### config.mk
export PLATFORM = sky130hd
export DESIGN_NAME = wcf_sample_ram
export DESIGN_NICKNAME = d
export VERILOG_FILES = /design/src/wcf_pkg.sv /design/src/wcf_sample_ram.sv
export SDC_FILE = /design/constraint.sdc
export NUM_CORES = 2
export LEC_CHECK = 0
export ABC_CLOCK_PERIOD_IN_PS = 5300
export BUFFER_PORTS_ARGS = -buffer_cell sky130_fd_sc_hd__buf_2
export CORE_UTILIZATION = 54
export CTS_BUF_LIST = sky130_fd_sc_hd__clkbuf_8 sky130_fd_sc_hd__clkbuf_16
export DETAILED_ROUTE_END_ITERATION = 16
export GPL_TIMING_DRIVEN = 0
export PLACE_DENSITY_LB_ADDON = 0.2
export SKIP_CTS_REPAIR_TIMING = 1
export SYNTH_ARGS = -nofsm -noshare
export SYNTH_HDL_FRONTEND = slang
export SYNTH_SLANG_ARGS = --single-unit
### constraint.sdc
create_clock -name clk_i -period 5.3 [get_ports clk_i]
set_input_delay 0.53 -clock clk_i [delete_from_list [all_inputs] [get_ports clk_i]]
set_output_delay 0.53 -clock clk_i [all_outputs]
set_load 0.05 [all_outputs]
### src/wcf_pkg.sv
// ----------------------------------------------------------------------------
// wcf_pkg
// Shared widths, codes and record types of the wrench change filter.
// ----------------------------------------------------------------------------
package wcf_pkg;

  // Field widths.
  localparam int unsigned FRAME_W    = 4;
  localparam int unsigned SEC_W      = 32;
  localparam int unsigned NSEC_W     = 30;
  localparam int unsigned COMP_W     = 32;
  localparam int unsigned WINDOW_W   = 48;
  localparam int unsigned LIMIT_W    = 32;
  localparam int unsigned MASK_W     = 16;
  localparam int unsigned CFG_IDX_W  = 2;
  localparam int unsigned CFG_DATA_W = 48;
  localparam int unsigned DEC_W      = 3;

  // Derived arithmetic widths. A timestamp in nanoseconds stays below 2^62,
  // a component magnitude below 2^32, its square below 2^64.
  localparam int unsigned STAMP_W  = 62;
  localparam int unsigned MAG_W    = 32;
  localparam int unsigned SQ_W     = 64;
  localparam int unsigned SUM_W    = 66;
  localparam int unsigned LIMSQ_W  = 64;

  localparam logic [NSEC_W-1:0]  NS_PER_SEC  = 30'd1_000_000_000;
  localparam logic [LIMIT_W-1:0] LIMIT_RESET = 32'd66;

  // Configuration register indexes.
  typedef enum logic [CFG_IDX_W-1:0] {
    CFG_TIME_WINDOW  = 2'd0,
    CFG_FORCE_LIMIT  = 2'd1,
    CFG_TORQUE_LIMIT = 2'd2,
    CFG_MANAGED_MASK = 2'd3
  } cfg_idx_e;

  // Judgement codes.
  typedef enum logic [DEC_W-1:0] {
    DEC_NEW_FRAME = 3'd0,
    DEC_MANAGED   = 3'd1,
    DEC_TIMEOUT   = 3'd2,
    DEC_FORCE     = 3'd3,
    DEC_TORQUE    = 3'd4,
    DEC_UNCHANGED = 3'd5
  } decision_e;

  // One stored sample; lane 0 is x, lane 2 is z.
  typedef struct packed {
    logic [STAMP_W-1:0]         stamp;
    logic [2:0][COMP_W-1:0]     force_vec;
    logic [2:0][COMP_W-1:0]     torque_vec;
  } sample_t;

  // Per-item control that travels down the pipeline.
  typedef struct packed {
    logic [FRAME_W-1:0] frame;
    logic               in_range;
    logic               managed;
    logic               known;
  } item_ctl_t;

  // One judged result.
  typedef struct packed {
    logic [FRAME_W-1:0] frame;
    decision_e          decision;
    logic               log_sample;
    logic               mem_upd;
  } result_t;

endpackage

### src/wcf_sample_ram.sv
// ----------------------------------------------------------------------------
// wcf_sample_ram
// Per-frame sample store: one write port, one registered read port with
// write-first bypass, and reset-cleared valid flags in flip-flops.
// ----------------------------------------------------------------------------
module wcf_sample_ram #(
  parameter int unsigned FRAMES = 16,
  parameter int unsigned AW     = (FRAMES > 1) ? $clog2(FRAMES) : 1
) (
  input  logic              clk_i,
  input  logic              rst_ni,
  input  logic              rd_en_i,
  input  logic [AW-1:0]     rd_addr_i,
  input  logic              wr_en_i,
  input  logic [AW-1:0]     wr_addr_i,
  input  wcf_pkg::sample_t  wr_data_i,
  output wcf_pkg::sample_t  rd_data_o,
  output logic              rd_valid_o
);

  wcf_pkg::sample_t mem_q [FRAMES];
  logic [FRAMES-1:0] valid_q;
  wcf_pkg::sample_t  rd_data_q;
  logic              rd_valid_q;
  logic [AW-1:0]     cur_addr_q;
  logic              hit_rd;
  logic              hit_cur;

  // A write to the address being read, or to the address whose data is
  // still held, must show up in the read register.
  assign hit_rd  = wr_en_i && (wr_addr_i == rd_addr_i);
  assign hit_cur = wr_en_i && (wr_addr_i == cur_addr_q);

  // Sample array.
  always_ff @(posedge clk_i) begin
    if (wr_en_i) begin
      mem_q[wr_addr_i] <= wr_data_i;
    end
  end

  // Valid flags, cleared by reset.
  always_ff @(posedge clk_i or negedge rst_ni) begin
    if (!rst_ni) begin
      valid_q <= '0;
    end else if (wr_en_i) begin
      valid_q[wr_addr_i] <= 1'b1;
    end
  end

  // Registered read data, refreshed when the held entry is rewritten.
  always_ff @(posedge clk_i) begin
    if (rd_en_i) begin
      cur_addr_q <= rd_addr_i;
      if (hit_rd) begin
        rd_data_q <= wr_data_i;
      end else begin
        rd_data_q <= mem_q[rd_addr_i];
      end
    end else if (hit_cur) begin
      rd_data_q <= wr_data_i;
    end
  end

  // Registered valid flag, with the same bypass and refresh.
  always_ff @(posedge clk_i or negedge rst_ni) begin
    if (!rst_ni) begin
      rd_valid_q <= 1'b0;
    end else if (rd_en_i) begin
      rd_valid_q <= hit_rd || valid_q[rd_addr_i];
    end else if (hit_cur) begin
      rd_valid_q <= 1'b1;
    end
  end

  assign rd_data_o  = rd_data_q;
  assign rd_valid_o = rd_valid_q;

  // A read that meets a write to the same entry returns the written sample.
  assert property (@(posedge clk_i) disable iff (!rst_ni)
    (rd_en_i && hit_rd) |=> (rd_data_q == $past(wr_data_i)) && rd_valid_q)
    else $error("read bypass missed a same-entry write");

  // A write to the held entry marks the held data valid.
  assert property (@(posedge clk_i) disable iff (!rst_ni)
    (!rd_en_i && hit_cur) |=> rd_valid_q)
    else $error("held read data not refreshed after a write");

  // A write to the held entry replaces the held data.
  assert property (@(posedge clk_i) disable iff (!rst_ni)
    (!rd_en_i && hit_cur) |=> (rd_data_q == $past(wr_data_i)))
    else $error("held read data missed a write to its entry");

endmodule

### After elaboration in Yosys (flattened, before gate mapping)

Memories as Yosys holds them, arrays and structs flattened.
Index checks and enable logic that the tools add are counted.

* register bits after elaboration: 275
* memory bits (writable): 4064
* output and inout bits: 255
* logic and storage cells: 33
* memories: 1

Memory list
* mem_q: words 16, bits a word 254, read ports 1, clocked after memory_dff 0, write ports 1, line wcf_sample_ram.sv:21 `wcf_pkg::sample_t mem_q [FRAMES];`

* magnitude comparators: 3
* equal/unequal tests: 2
* muxes and demuxes: 11
* bitwise logic cells: 1
* reduce and logical (&&, ||, !) cells: 5

Operator list (number)
* 254-bit two-way mux: 3
* 16-bit OR: 1
* 4-bit by 5-bit less-than comparator with 1-bit output (second input constant): 2
* 4-bit == test: 2
* 1-bit two-way mux: 6
* 1-bit binary-select mux with 4-bit select: 1
* 1-bit demux with 4-bit select: 1
* 4-bit by 1-bit greater-or-equal comparator with 1-bit output (second input constant): 1
* 1-bit logical AND: 3
* 2-bit nonzero test: 1
* 1-bit logical OR: 1

### Logic depth before layout (Yosys ltp)

* depth in word-level cells: 5
* depth in mapped cells: 8
* mapped depth without buffers: 4

### Worst setup path after synthesis

No wires, ideal clock.

* path kind: input to register
* start: input port wr_addr_i[2]
* end: register valid_q[0]
* arrival time: 19.620 ns
* required time: 5.126 ns
* path slack: -14.494 ns
* stages on the path: 3
* path buffers: 0
* cells stage by stage: or3b_2 -> nor3_1 -> or2_2

* word-level cells in the longest chain between the ends: 5
* elaborated cells between the ends (all ways): 6

RTL lines
* start, declared: line wcf_sample_ram.sv:15 `input logic [AW-1:0] wr_addr_i,`
* 4-bit by 5-bit less-than comparator with 1-bit output (implied by the code) or 4-bit by 1-bit greater-or-equal comparator with 1-bit output (tied branches): line wcf_sample_ram.sv:46 `valid_q[wr_addr_i] <= 1'b1;`
* 1-bit logical AND (implied by the code): line wcf_sample_ram.sv:46
* 1-bit two-way mux (implied by the code): line wcf_sample_ram.sv:46
* 1-bit demux with 4-bit select *: line wcf_sample_ram.sv:46
* 16-bit OR (no source line) *
* end signal, assigned: line wcf_sample_ram.sv:44 `valid_q <= '0;`
* end signal, assigned by index: line wcf_sample_ram.sv:46
* end, declared: line wcf_sample_ram.sv:22 `logic [FRAMES-1:0] valid_q;`

Every way passes the cells marked *; elsewhere a longest branch is shown, timed or not.
A chain may end at the register's enable or synchronous reset.

### Final worst setup path

* start: input port rd_addr_i[2]
* end: register rd_data_q (netlist bit rd_data_o[122]) (data pin)

* word-level cells in the longest chain between the ends: 4
* elaborated cells between the ends (all ways): 5

RTL lines
* start, declared: line wcf_sample_ram.sv:13 `input logic [AW-1:0] rd_addr_i,`
* branches (longest 2 deep; another with memory read 16 x 254 bit)
* 254-bit two-way mux *: line wcf_sample_ram.sv:54 `if (hit_rd) begin`
* 254-bit two-way mux *: line wcf_sample_ram.sv:52 `if (rd_en_i) begin`
* end signal, assigned: line wcf_sample_ram.sv:55 `rd_data_q <= wr_data_i;`
* end signal, assigned: line wcf_sample_ram.sv:57 `rd_data_q <= mem_q[rd_addr_i];`
* end signal, assigned: line wcf_sample_ram.sv:60 `rd_data_q <= wr_data_i;`
* end, declared: line wcf_sample_ram.sv:23 `wcf_pkg::sample_t rd_data_q;`

Every way passes the cells marked *.

==> metrics.txt <==
Tcrit/Tclk final=77.5%; average cell area after synthesis=24.0 µm²; Required @ worst endpoint=6.00 ns; endpoint of the worst-slack reg-to-reg timing path=rd_data_o[87]; Static Leakage=62.9 nW; number of nets with antenna violations after detailed routing=0; least setup slack across all paths after layout=1.19 ns; Starting Density=54.4%; final cell count without fillers=12631; count of fill cells added during filler insertion=19491; area of combinational cells with multiple inputs=0.0311 mm²; worst ir drop on vdd=0.277 mV; biggest area consumer among synthesized cells=sky130_fd_sc_hd__edfxtp_1; post-synthesis sequential area ratio=79.8%; worst slack at placement=0.917 ns; DRC violations left=0; FF-to-FF path depth=5; worst hold margin=0.00453 ns; origin of the worst setup path=rd_addr_i[2]; synthesized netlist cell count=6806; antenna violations before repair=78; Die H=552 µm; total via count in the routed design=79608; cell area after placement=0.177 mm²; launch instance of the worst register-to-register path=cur_addr_q[2]; total detailed-routing wirelength=410000 µm; insertion delay of the later-clocked pin in the worst-skew pair=0.99 ns; count of pins over their slew limit=0; buffer depth of the longest clock path=4; setup TNS=0 ns; Clock power frac=40.9%; RD Place Congestion=0.732; RSZ-0062 raised after global routing=no; master cell of the clock root buffer=sky130_fd_sc_hd__clkbuf_16; Final Critical Period=4.11 ns; number of port buffers=518; number of global-route vias before repair=80007; total power per unit cell area=384 mW/mm²; Sw Ratio=21.9%; TritonCTS clock tree=built; Post-Synthesis Cell Area=0.163 mm²; Std-Cell Rows=201; worst hold path stage count=1; chip width=552 µm; synthesized flop and latch total=4339; DP Cell Count=11546; number of DRC violations after detailed-routing iteration 0=9376; CTS Buf Count=432; final core utilization=64.5%; synthesized netlist net count=7072; pin count of the biggest net entering global routing=55; global-route wire length before repair=579000 µm; category of the critical setup timing path=input pin to flip-flop; layout cell share with drive strength beyond 1=33.4%; global-route usage over all layers=27.0%; upper clock frequency limit=243 MHz; Worst-Margin Slew=1.42 ns; sequential share of power=52.4%; max-cap viol count=0; dominant cells by area after synthesis=sky130_fd_sc_hd__edfxtp_1 80%, sky130_fd_sc_hd__mux4_2 14%, sky130_fd_sc_hd__a22oi_1 2.3%; I/O Pins=521; crit path max fanout=10; status=finished, final reports clean; Avg Vias per Cell=6.30; synth warn=0; post-layout power=74.3 mW; class of the tightest hold or removal check=input pin to flip-flop; element type at the critical path start=input pin; type of element capturing the critical path=flip-flop; proportion of netlist area held by the largest area contributor=79.6%; Slew HR=5.16%; internal power of the cells=58.0 mW; Finish-stage setup viols=0; Total Die Area=0.304 mm²; Storage cell area=0.130 mm²; crit path capture=rd_data_o[122]; net switching power=16.3 mW; worst-case clock skew=0.0515 ns; clock slew seen by the registers of the worst setup and hold paths=0.07 ns; TritonCTS Sinks=4339; H-tree Lvls=5; final instance area=0.193 mm²; number of hold violations in the final report=0; detail-routed net length per standard cell=32.5 µm; growth of design area from synthesis to finish=18.6%; reg2reg setup slack=2.69 ns; half-perimeter wire length after placement=257000 µm; unique cell type count in the Yosys netlist=26; overflow left after global routing=0; # nets final=8541; placeable core region=0.300 mm²; data arrival at the endpoint of the critical path=4.81 ns; length of the first detailed-routing pass in iterations=5; Gate power share=6.6%
[worst min path at each step]
stage | slack (ns) | end | from
detailed placement | 0.45 | valid_q[5] | valid_q[5]
finish | 0.005 | mem_q[2][10] | wr_data_i[10]
CTS | -0.51 | rd_valid_o | rst_ni
floorplan | 0.23 | rd_valid_o | rst_ni
global placement | 0.44 | valid_q[4] | valid_q[4]
global route | 0.0004 | mem_q[4][252] | wr_data_i[252]
[area by class of cell]
class / instances / area share [%]
plain buffers: 371 / 1.01
repair buffers: 1035 / 5.63
well taps: 3958 / 2.56
clock inverters: 362 / 1.71
multi-input cells: 2096 / 16.1
flip-flops and latches: 4339 / 67.3
clock buffers: 438 / 5.64
diodes: 32 / 0.0414
[state kept, by name, indices dropped and copies added, names as in the netlist]
| register | cells |
|---|---|
| valid_q | 16 |
| rd_data_o | 254 |
| cur_addr_q | 4 |
| mem_q | 4064 |
| rd_valid_o | 1 |
[Yosys cell counts, drive strengths merged]
cell type / number
edfxtp: 4322
mux4: 1020
a22oi: 508
nand2: 256
mux2: 254
clkbuf: 194
buf: 177
dfrtp: 17
or2: 16
nor2: 14
xor2: 6
nor3: 5
nor2b: 3
mux2i: 2
nand2b: 2
nand3b: 2
xnor2: 2
a31o: 1
and2: 1
nand3: 1
o32a: 1
o41ai: 1
or3b: 1
[cell usage in the layout, fill, tap and decap left out, types with 17 or more instances in the layout]
master and count:
sky130_fd_sc_hd__edfxtp_1 4322, sky130_fd_sc_hd__mux4_2 1020, sky130_fd_sc_hd__buf_2 619, sky130_fd_sc_hd__a22oi_1 508, sky130_fd_sc_hd__clkbuf_16 434, sky130_fd_sc_hd__nand2_1 256
sky130_fd_sc_hd__mux2_2 254, sky130_fd_sc_hd__dlygate4sd3_1 253, sky130_fd_sc_hd__clkbuf_1 178, sky130_fd_sc_hd__buf_12 142, sky130_fd_sc_hd__clkinv_1 110, sky130_fd_sc_hd__clkinv_2 89
sky130_fd_sc_hd__buf_16 87, sky130_fd_sc_hd__inv_1 68, sky130_fd_sc_hd__bufinv_16 53, sky130_fd_sc_hd__buf_6 51, sky130_fd_sc_hd__buf_8 35, sky130_fd_sc_hd__diode_2 32
sky130_fd_sc_hd__buf_1 20, sky130_fd_sc_hd__dfrtp_1 17
[critical path, cell delays in order]
cell and delay, ns:
sky130_fd_sc_hd__dlygate4sd3_1 0.66, sky130_fd_sc_hd__buf_2 0.16, sky130_fd_sc_hd__buf_2 0.13, sky130_fd_sc_hd__buf_2 0.39, sky130_fd_sc_hd__clkbuf_1 1.01, sky130_fd_sc_hd__clkbuf_1 0.85, sky130_fd_sc_hd__mux4_2 0.42, sky130_fd_sc_hd__a22oi_1 0.16
sky130_fd_sc_hd__nand2_1 0.17, sky130_fd_sc_hd__mux2_2 0.30
[metal layers]
| metal | global-route usage (%) | vias to the layer above | wire, µm |
|---|---|---|---|
| met5 | 0 | - | 332 |
| met4 | 8.40 | 54 | 11000 |
| li1 | - | 32368 | - |
| met3 | 5.74 | 662 | 36300 |
| met2 | 43.3 | 3857 | 201000 |
| met1 | 37.7 | 42667 | 162000 |
[power by group through the flow]
stage	clock, mW	sequential (mW)	combinational, mW
after global routing	32.1	39.0	5.19
after global placement	0	39.8	4.49
after floorplan	0	40.3	2.16
after CTS	30.8	39.0	4.78
final	30.4	39.0	4.92
after detailed placement	0	39.7	4.76
[kinds of logic after synthesis]
kind of cell	count (synthesis)	synth area share, %
flip-flops	4339	79.8
multiplexers	1276	15.9
AO/OA/AOI/OAI	511	2.36
buffers and inverters	371	1.18
AND/OR/NAND/NOR	301	0.739
XOR/XNOR	8	0.0430
Power figures use the tool's default switching activity.
