--- src/wcf_pkg.sv ---
// ----------------------------------------------------------------------------
// wcf_pkg
// Shared widths, codes and record types of the wrench change filter.
// ----------------------------------------------------------------------------
package wcf_pkg;

  // Field widths.
  localparam int unsigned FRAME_W    = 4;
  localparam int unsigned SEC_W      = 32;
  localparam int unsigned NSEC_W     = 30;
  localparam int unsigned COMP_W     = 32;
  localparam int unsigned WINDOW_W   = 48;
  localparam int unsigned LIMIT_W    = 32;
  localparam int unsigned MASK_W     = 16;
  localparam int unsigned CFG_IDX_W  = 2;
  localparam int unsigned CFG_DATA_W = 48;
  localparam int unsigned DEC_W      = 3;

  // Derived arithmetic widths. A timestamp in nanoseconds stays below 2^62,
  // a component magnitude below 2^32, its square below 2^64.
  localparam int unsigned STAMP_W  = 62;
  localparam int unsigned MAG_W    = 32;
  localparam int unsigned SQ_W     = 64;
  localparam int unsigned SUM_W    = 66;
  localparam int unsigned LIMSQ_W  = 64;

  localparam logic [NSEC_W-1:0]  NS_PER_SEC  = 30'd1_000_000_000;
  localparam logic [LIMIT_W-1:0] LIMIT_RESET = 32'd66;

  // Configuration register indexes.
  typedef enum logic [CFG_IDX_W-1:0] {
    CFG_TIME_WINDOW  = 2'd0,
    CFG_FORCE_LIMIT  = 2'd1,
    CFG_TORQUE_LIMIT = 2'd2,
    CFG_MANAGED_MASK = 2'd3
  } cfg_idx_e;

  // Judgement codes.
  typedef enum logic [DEC_W-1:0] {
    DEC_NEW_FRAME = 3'd0,
    DEC_MANAGED   = 3'd1,
    DEC_TIMEOUT   = 3'd2,
    DEC_FORCE     = 3'd3,
    DEC_TORQUE    = 3'd4,
    DEC_UNCHANGED = 3'd5
  } decision_e;

  // One stored sample; lane 0 is x, lane 2 is z.
  typedef struct packed {
    logic [STAMP_W-1:0]         stamp;
    logic [2:0][COMP_W-1:0]     force_vec;
    logic [2:0][COMP_W-1:0]     torque_vec;
  } sample_t;

  // Per-item control that travels down the pipeline.
  typedef struct packed {
    logic [FRAME_W-1:0] frame;
    logic               in_range;
    logic               managed;
    logic               known;
  } item_ctl_t;

  // One judged result.
  typedef struct packed {
    logic [FRAME_W-1:0] frame;
    decision_e          decision;
    logic               log_sample;
    logic               mem_upd;
  } result_t;

endpackage

--- src/wcf_decide.sv ---
// ----------------------------------------------------------------------------
// wcf_decide
// Sums the squared changes, compares them with the squared limits, picks
// the judgement and holds the result for the output channel.
// ----------------------------------------------------------------------------
module wcf_decide (
  input  logic                             clk_i,
  input  logic                             load_i,
  input  wcf_pkg::item_ctl_t               ctl_i,
  input  logic                             timeout_i,
  input  logic [2:0][wcf_pkg::SQ_W-1:0]    force_sq_i,
  input  logic [2:0][wcf_pkg::SQ_W-1:0]    torque_sq_i,
  input  logic [wcf_pkg::LIMSQ_W-1:0]      force_lim_sq_i,
  input  logic [wcf_pkg::LIMSQ_W-1:0]      torque_lim_sq_i,
  output logic                             upd_o,
  output wcf_pkg::result_t                 res_o
);

  logic [wcf_pkg::SUM_W-1:0] force_sum;
  logic [wcf_pkg::SUM_W-1:0] torque_sum;
  logic                      force_over;
  logic                      torque_over;
  wcf_pkg::decision_e        dec;
  logic                      keep;
  wcf_pkg::result_t          res_d;
  wcf_pkg::result_t          res_q;

  // Exact sums of squares against the squared thresholds.
  always_comb begin
    force_sum   = wcf_pkg::SUM_W'(force_sq_i[0]) + wcf_pkg::SUM_W'(force_sq_i[1]) +
                  wcf_pkg::SUM_W'(force_sq_i[2]);
    torque_sum  = wcf_pkg::SUM_W'(torque_sq_i[0]) + wcf_pkg::SUM_W'(torque_sq_i[1]) +
                  wcf_pkg::SUM_W'(torque_sq_i[2]);
    force_over  = force_sum > wcf_pkg::SUM_W'(force_lim_sq_i);
    torque_over = torque_sum > wcf_pkg::SUM_W'(torque_lim_sq_i);
  end

  // Judgement in priority order. A frame without a table entry counts as new.
  always_comb begin
    if (!ctl_i.in_range || !ctl_i.known) begin
      dec = wcf_pkg::DEC_NEW_FRAME;
    end else if (ctl_i.managed) begin
      dec = wcf_pkg::DEC_MANAGED;
    end else if (timeout_i) begin
      dec = wcf_pkg::DEC_TIMEOUT;
    end else if (force_over) begin
      dec = wcf_pkg::DEC_FORCE;
    end else if (torque_over) begin
      dec = wcf_pkg::DEC_TORQUE;
    end else begin
      dec = wcf_pkg::DEC_UNCHANGED;
    end
    keep  = (dec != wcf_pkg::DEC_MANAGED) && (dec != wcf_pkg::DEC_UNCHANGED);
    upd_o = keep && !ctl_i.managed && ctl_i.in_range;

    res_d.frame      = ctl_i.frame;
    res_d.decision   = dec;
    res_d.log_sample = keep;
    res_d.mem_upd    = upd_o;
  end

  // Result register.
  always_ff @(posedge clk_i) begin
    if (load_i) begin
      res_q <= res_d;
    end
  end

  assign res_o = res_q;

endmodule
--- config.mk ---
export PLATFORM = sky130hd
export DESIGN_NAME = wcf_decide
export DESIGN_NICKNAME = d
export VERILOG_FILES = /design/src/wcf_pkg.sv /design/src/wcf_decide.sv
export SDC_FILE = /design/constraint.sdc
export NUM_CORES = 1
export LEC_CHECK = 0
export ABC_CLOCK_PERIOD_IN_PS = 4600
export BUFFER_PORTS_ARGS = -buffer_cell sky130_fd_sc_hd__buf_2
export CAP_MARGIN = 20
export CORE_AREA = 2 2 208 210
export DETAILED_ROUTE_END_ITERATION = 6
export DIE_AREA = 0 0 210 212
export PLACE_DENSITY = 0.68
export SYNTH_ARGS = -nofsm -noshare
export SYNTH_HDL_FRONTEND = slang
export SYNTH_SLANG_ARGS = --single-unit
--- constraint.sdc ---
create_clock -name clk_i -period 4.6 [get_ports clk_i]
set_input_delay 0 -clock clk_i [delete_from_list [all_inputs] [get_ports clk_i]]
set_output_delay 0 -clock clk_i [all_outputs]
set_load 0.005 [all_outputs]
== Yosys cells after proc, flatten, opt, wreduce, memory -nomap -nowiden ==
Index checks and enable logic that the tools add are counted.
Cells by class
  add/subtract/negate cells: 4
  magnitude comparators: 2
  equal/unequal tests: 2
  multiplexer cells: 5
  reduce and logical (&&, ||, !) cells: 7
Operators by type and width (number)
  $add A65 B64 Y66: 2
  $gt A66 B64 Y1: 2
  $add A64 B64 Y65: 2
  $mux W3: 4
  $logic_and A1 B1 Y1: 3
  $logic_not A1 Y1: 3
  $ne A3 B1 Y1 const B: 1
  $ne A3 B3 Y1 const B: 1
  $logic_or A1 B1 Y1: 1
  $mux W1: 1
Storage, ports and cells
  register bits: 9
  bits of input ports: 522
  output and inout port bits: 10
  word-level logic and storage cells: 24

== Depth between registers and ports, before layout ==
  depth after elaboration: 12
  depth in mapped cells: 24
  gate-level depth less buffers: 24

== Worst setup path before layout ==
Ideal clock, no wire load.
  path kind: input-to-reg
  start: input force_sq_i[1] in the netlist's numbering
  end: register res_q (netlist bit res_o[0]), data pin
  setup time: 0.270 ns
  arrival time: 4.676 ns
  required time: 4.330 ns
  slack: -0.346 ns
  stages: 23
  path buffers: 0
  path through: fa_1 ha_1 fa_1 a211oi_2 o211ai_1 a21oi_2 nor4b_1 a2111o_1 a21oi_2 a31oi_1 a211o_1 a21oi_2 xnor2_1 ha_1 a21o_1 a21o_1 a21oi_1 o21ai_0 a211oi_1 o211a_1 o2111ai_1 nor2_1 a21oi_1
Between the ends
  longest elaborated chain between the ends: 11
  elaborated cells on any way between the ends: 12
  those cells by class: add/sub (2); order compare (1); eq/ne (2); mux (4); reduce/logical (3)
Ends and longest elaborated chain
  start, declared: line wcf_decide.sv:11  | input logic [2:0][wcf_pkg::SQ_W-1:0] force_sq_i,
  $add A64 B64 Y65 (*): line wcf_decide.sv:30  | force_sum = wcf_pkg::SUM_W'(force_sq_i[0]) + wcf_pkg::SUM_W'(force_sq_i[1]) +
  $add A65 B64 Y66 (*): line wcf_decide.sv:30
  $gt A66 B64 Y1 (*): line wcf_decide.sv:34  | force_over = force_sum > wcf_pkg::SUM_W'(force_lim_sq_i);
  $mux W3 (*): line wcf_decide.sv:46  | end else if (force_over) begin
  $mux W3 (*): line wcf_decide.sv:44  | end else if (timeout_i) begin
  $mux W3 (*): line wcf_decide.sv:42  | end else if (ctl_i.managed) begin
  $mux W3 (*): line wcf_decide.sv:40  | if (!ctl_i.in_range || !ctl_i.known) begin
  $ne A3 B1 Y1 / $ne A3 B3 Y1 (equally long branches): line wcf_decide.sv:53  | keep = (dec != wcf_pkg::DEC_MANAGED) && (dec != wcf_pkg::DEC_UNCHANGED);
  $logic_and A1 B1 Y1 (*): line wcf_decide.sv:53
  $logic_and A1 B1 Y1 (*) (2 in a row): line wcf_decide.sv:54  | upd_o = keep && !ctl_i.managed && ctl_i.in_range;
  via upd_o: line wcf_decide.sv:15  | output logic upd_o,
  end signal, assigned: line wcf_decide.sv:65  | res_q <= res_d;
  end, declared: line wcf_decide.sv:26  | wcf_pkg::result_t res_q;
The timed path passes the listed nets; every way through them passes the cells marked *.
A chain may end at the register's enable or synchronous reset.

== Worst setup path in the final report ==
  start: input torque_sq_i[143] in the netlist's numbering
  end: output upd_o
Between the ends
  longest elaborated chain between the ends: 11
  elaborated cells on any way between the ends: 12
  those cells by class: add/sub (1); order compare (1); eq/ne (2); mux (5); reduce/logical (3)
Ends and longest elaborated chain
  start, declared: line wcf_decide.sv:12  | input logic [2:0][wcf_pkg::SQ_W-1:0] torque_sq_i,
  $add A65 B64 Y66 (*): line wcf_decide.sv:32  | torque_sum = wcf_pkg::SUM_W'(torque_sq_i[0]) + wcf_pkg::SUM_W'(torque_sq_i[1]) +
  $gt A66 B64 Y1 (*): line wcf_decide.sv:35  | torque_over = torque_sum > wcf_pkg::SUM_W'(torque_lim_sq_i);
  $mux W1 (*): line wcf_decide.sv:48  | end else if (torque_over) begin
  $mux W3 (*): line wcf_decide.sv:46
  $mux W3 (*): line wcf_decide.sv:44
  $mux W3 (*): line wcf_decide.sv:42
  $mux W3 (*): line wcf_decide.sv:40
  $ne A3 B1 Y1 / $ne A3 B3 Y1 (equally long branches): line wcf_decide.sv:53
  $logic_and A1 B1 Y1 (*): line wcf_decide.sv:53
  $logic_and A1 B1 Y1 (*) (2 in a row): line wcf_decide.sv:54
  end, declared: line wcf_decide.sv:15
Every way passes the cells marked *; elsewhere a longest branch is shown, timed or not.

==> flow_summary.json <==
{
  "outcome": "finished, violations left",
  "violations": "DRC, setup timing",
  "ys_warn_count": 0,
  "cts_tree": "built",
  "routed_wl_mm": 55.3,
  "wire_per_inst_um": 17.9,
  "grt_max_degree": 13,
  "syn-cell-area_mm2": 0.0137,
  "setup_viol": 6,
  "drive_gt1_share_pct": 39.8,
  "ant_nets": 0,
  "tightest_slew_ps": 628,
  "min_to": "res_o[0]",
  "power_switching_share_pct": 49.5,
  "worstPathRequired_ps": 4600,
  "synth.largest_area_cell": "ha_1",
  "nNetsFinal": 3454,
  "die_x_um": 210,
  "antenna_found_initial": 7,
  "startpoint_type": "input pin",
  "maxSlewViolCount": 0,
  "dieHeight_um": 212,
  "grt_pass1_vias": 16600,
  "grt_pass1_wl_mm": 84.0,
  "cp_max_fo": 4,
  "place.gp.congestion": 0.938,
  "async_flop_share_pct": 0,
  "ys_types": 80,
  "hold_viol_final": 0,
  "rows": 76,
  "share_comb_of_total_power_pct": 95.7,
  "cts_buffers": 3,
  "fmax_ghz": 0.193,
  "clkTransAtPathRegs_ps": 40,
  "hold_start": "ctl_i[0]",
  "slew_headroom_pct": 57.7,
  "p_int_uw": 3050,
  "p_per_area_mw_per_mm2": 296,
  "syn_to_final_growth_pct": 48.3,
  "synth_ff_type": "edfxtp_1",
  "fin_crit_sh_pct": 113,
  "io_buffer_count": 531,
  "critPathSlowestCell": "fa_1",
  "final_area_mm2": 0.0204,
  "hold_path_class": "in2reg",
  "yosysMostFrequentCell": "ha_1",
  "place_area_mm2": 0.0195,
  "drcViolationCount": 5,
  "dr_wl_met3_mm": 2.52,
  "cp-end-kind": "primary output",
  "synth_area_leaders": "ha_1, fa_1, a21oi_1, a21o_1, xnor2_1",
  "utilization_pct": 48.0,
  "synth_seq_cells": 9,
  "leakagePower_uw": 0.0106,
  "via_per_inst": 5.17,
  "clockPowerShare_pct": 2.6,
  "highest_layer": "met5",
  "ioPinCount": 532,
  "ir_worst_vdd_mv": 0.101,
  "avgSynthCellArea_um2": 8.16,
  "n_fill_cell": 4233,
  "net-switching-power_uw": 2990,
  "fin_setup_tns_ps": -2480,
  "core_area_mm2": 0.0425,
  "ys_seq_area_share_pct": 1.97,
  "crit_top_cell": "a21oi_2",
  "synth_edf_count": 9,
  "synth_cells": 1685,
  "max_cap_viol_count": 0,
  "rsz0062_at_grt": "true",
  "seqPwrFrac_pct": 1.7,
  "numClockSinks": 9,
  "min_period_ps": 5180,
  "routed-wl-met2_mm": 28.6,
  "hold_slack_ps": 107,
  "dieArea_mm2": 0.0445,
  "ys_top_cells_by_count": "ha_1, a21oi_1, inv_1",
  "syn_nets": 2591,
  "root_buffer": "clkbuf_16",
  "cts_buffer_depth": 2,
  "drt-met1-wl_mm": 22.5,
  "drt-initial-drc-count": 649,
  "max_stage_delay_ps": 530,
  "grt_overflow_total": 0,
  "cp_data_arrival_time_ps": 5180,
  "via_count": 16000,
  "critPathKind": "in2out",
  "hold_depth": 2,
  "largest_register_ffs": 9,
  "timing.final.ws_setup_ps": -582,
  "dp.final_hpwl_mm": 50.4,
  "start_util_pct": 32.3,
  "htree_levels": 1,
  "grt_usage_pct": 23.8,
  "synth_top_area_share_pct": 23.1,
  "first_pass_iters": 7
}
power groups by stage:
stage	clock network, uW	logic (uW)	registers (uW)
2_1_floorplan	0	3220	102
3_3_place_gp	0	5310	103
3_5_place_dp	0	5400	103
4_1_cts	167	5620	102
5_1_grt	168	6390	102
6_report	158	5780	102
how the worst max path moves through the flow:
stage          cells after the start  slack, ps             start       end
2_1_floorplan                     23        -50   force_sq_i[129]  res_o[0]
3_3_place_gp                      24      -1330    torque_sq_i[1]  res_o[2]
3_5_place_dp                      23      -1350    torque_sq_i[1]  res_o[2]
4_1_cts                           28       -670  torque_sq_i[129]     upd_o
5_1_grt                           26       -830  torque_sq_i[143]     upd_o
6_report                          26       -580  torque_sq_i[143]     upd_o
placed cells by master (no fill, tap or decap), types with 5 or more instances in the layout:
cell,count
o21ai_1,13
buf_2,522
o211ai_1,17
a211oi_1,14
o31ai_1,6
a41oi_1,5
a2111oi_2,5
xor2_1,48
a31oi_1,7
buf_6,10
edfxtp_1,9
and4_1,17
inv_1,157
ha_4,12
buf_4,366
and3_1,12
a211oi_2,11
nand2b_1,10
o221ai_1,6
o21ai_0,75
a21oi_2,11
a21oi_1,174
nor2b_1,18
and2_1,9
o21bai_1,19
nand2_1,119
nand3_1,28
o21a_1,13
nand4_1,62
a21o_1,93
fa_1,126
nor2_1,83
nor3_1,27
ha_1,239
o31ai_4,5
xnor2_1,70
worst max-delay path: cells and delay by family:
| kind | cells | cell delay, ps |
|---|---|---|
| AOI/OAI and AO/OA | 14 | 2680 |
| adders and majority gates | 3 | 1040 |
| buffers and inverters | 3 | 370 |
| muxes | 1 | 220 |
| and+or+nand+nor | 5 | 890 |
cell families (layout without fill, tap and decap cells):
group | Yosys count | after routing | share of synthesized area (%)
adders and majority gates | 384 | 384 | 42.1
DFF | 9 | 9 | 1.97
AOI/OAI and AO/OA | 544 | 544 | 27.0
muxes | 4 | 4 | 0.291
xor gates and xnor gates | 118 | 118 | 7.52
and+or+nand+nor | 425 | 425 | 15.6
buffers and inverters | 201 | 1063 | 5.55
other | 0 | 4 | 0
layer usage:
metal  vias to the layer above  GRT usage, %
li1                       7900             -
met1                      7519          27.4
met3                        82          2.20
met4                         2          6.75
met2                       522          46.3
met5                         -             0
through the flow:
stage	total power [uW]	std cells	setup slack, ps
2_1_floorplan	3320	1685	-47.7
3_5_place_dp	5510	3060	-1350
3_3_place_gp	5410	3060	-1330
5_1_grt	6660	3096	-832
6_report	6040	3097	-582
4_1_cts	5890	3086	-671
timing repair:
item,4_1_cts,5_1_grt
buffers inserted,18,8
pin swaps,51,32
resized for setup,48,47
endpoints found under the hold margin,4,0
setup endpoints to repair,6,6
hold buffers,4,0
cell type report:
class                           count  area (um2)  share of cell area [%]
Timing Repair Buffer              902        5510                    27.0
Antenna cell                        4        10.0                  0.0491
Multi-Input combinational cell   1475       13200                    65.0
Tap cell                          546         683                    3.35
Sequential cell                     9         270                    1.33
Clock buffer                        4        78.8                   0.387
Inverter                          157         589                    2.89
(Power assumes the default switching activity.)
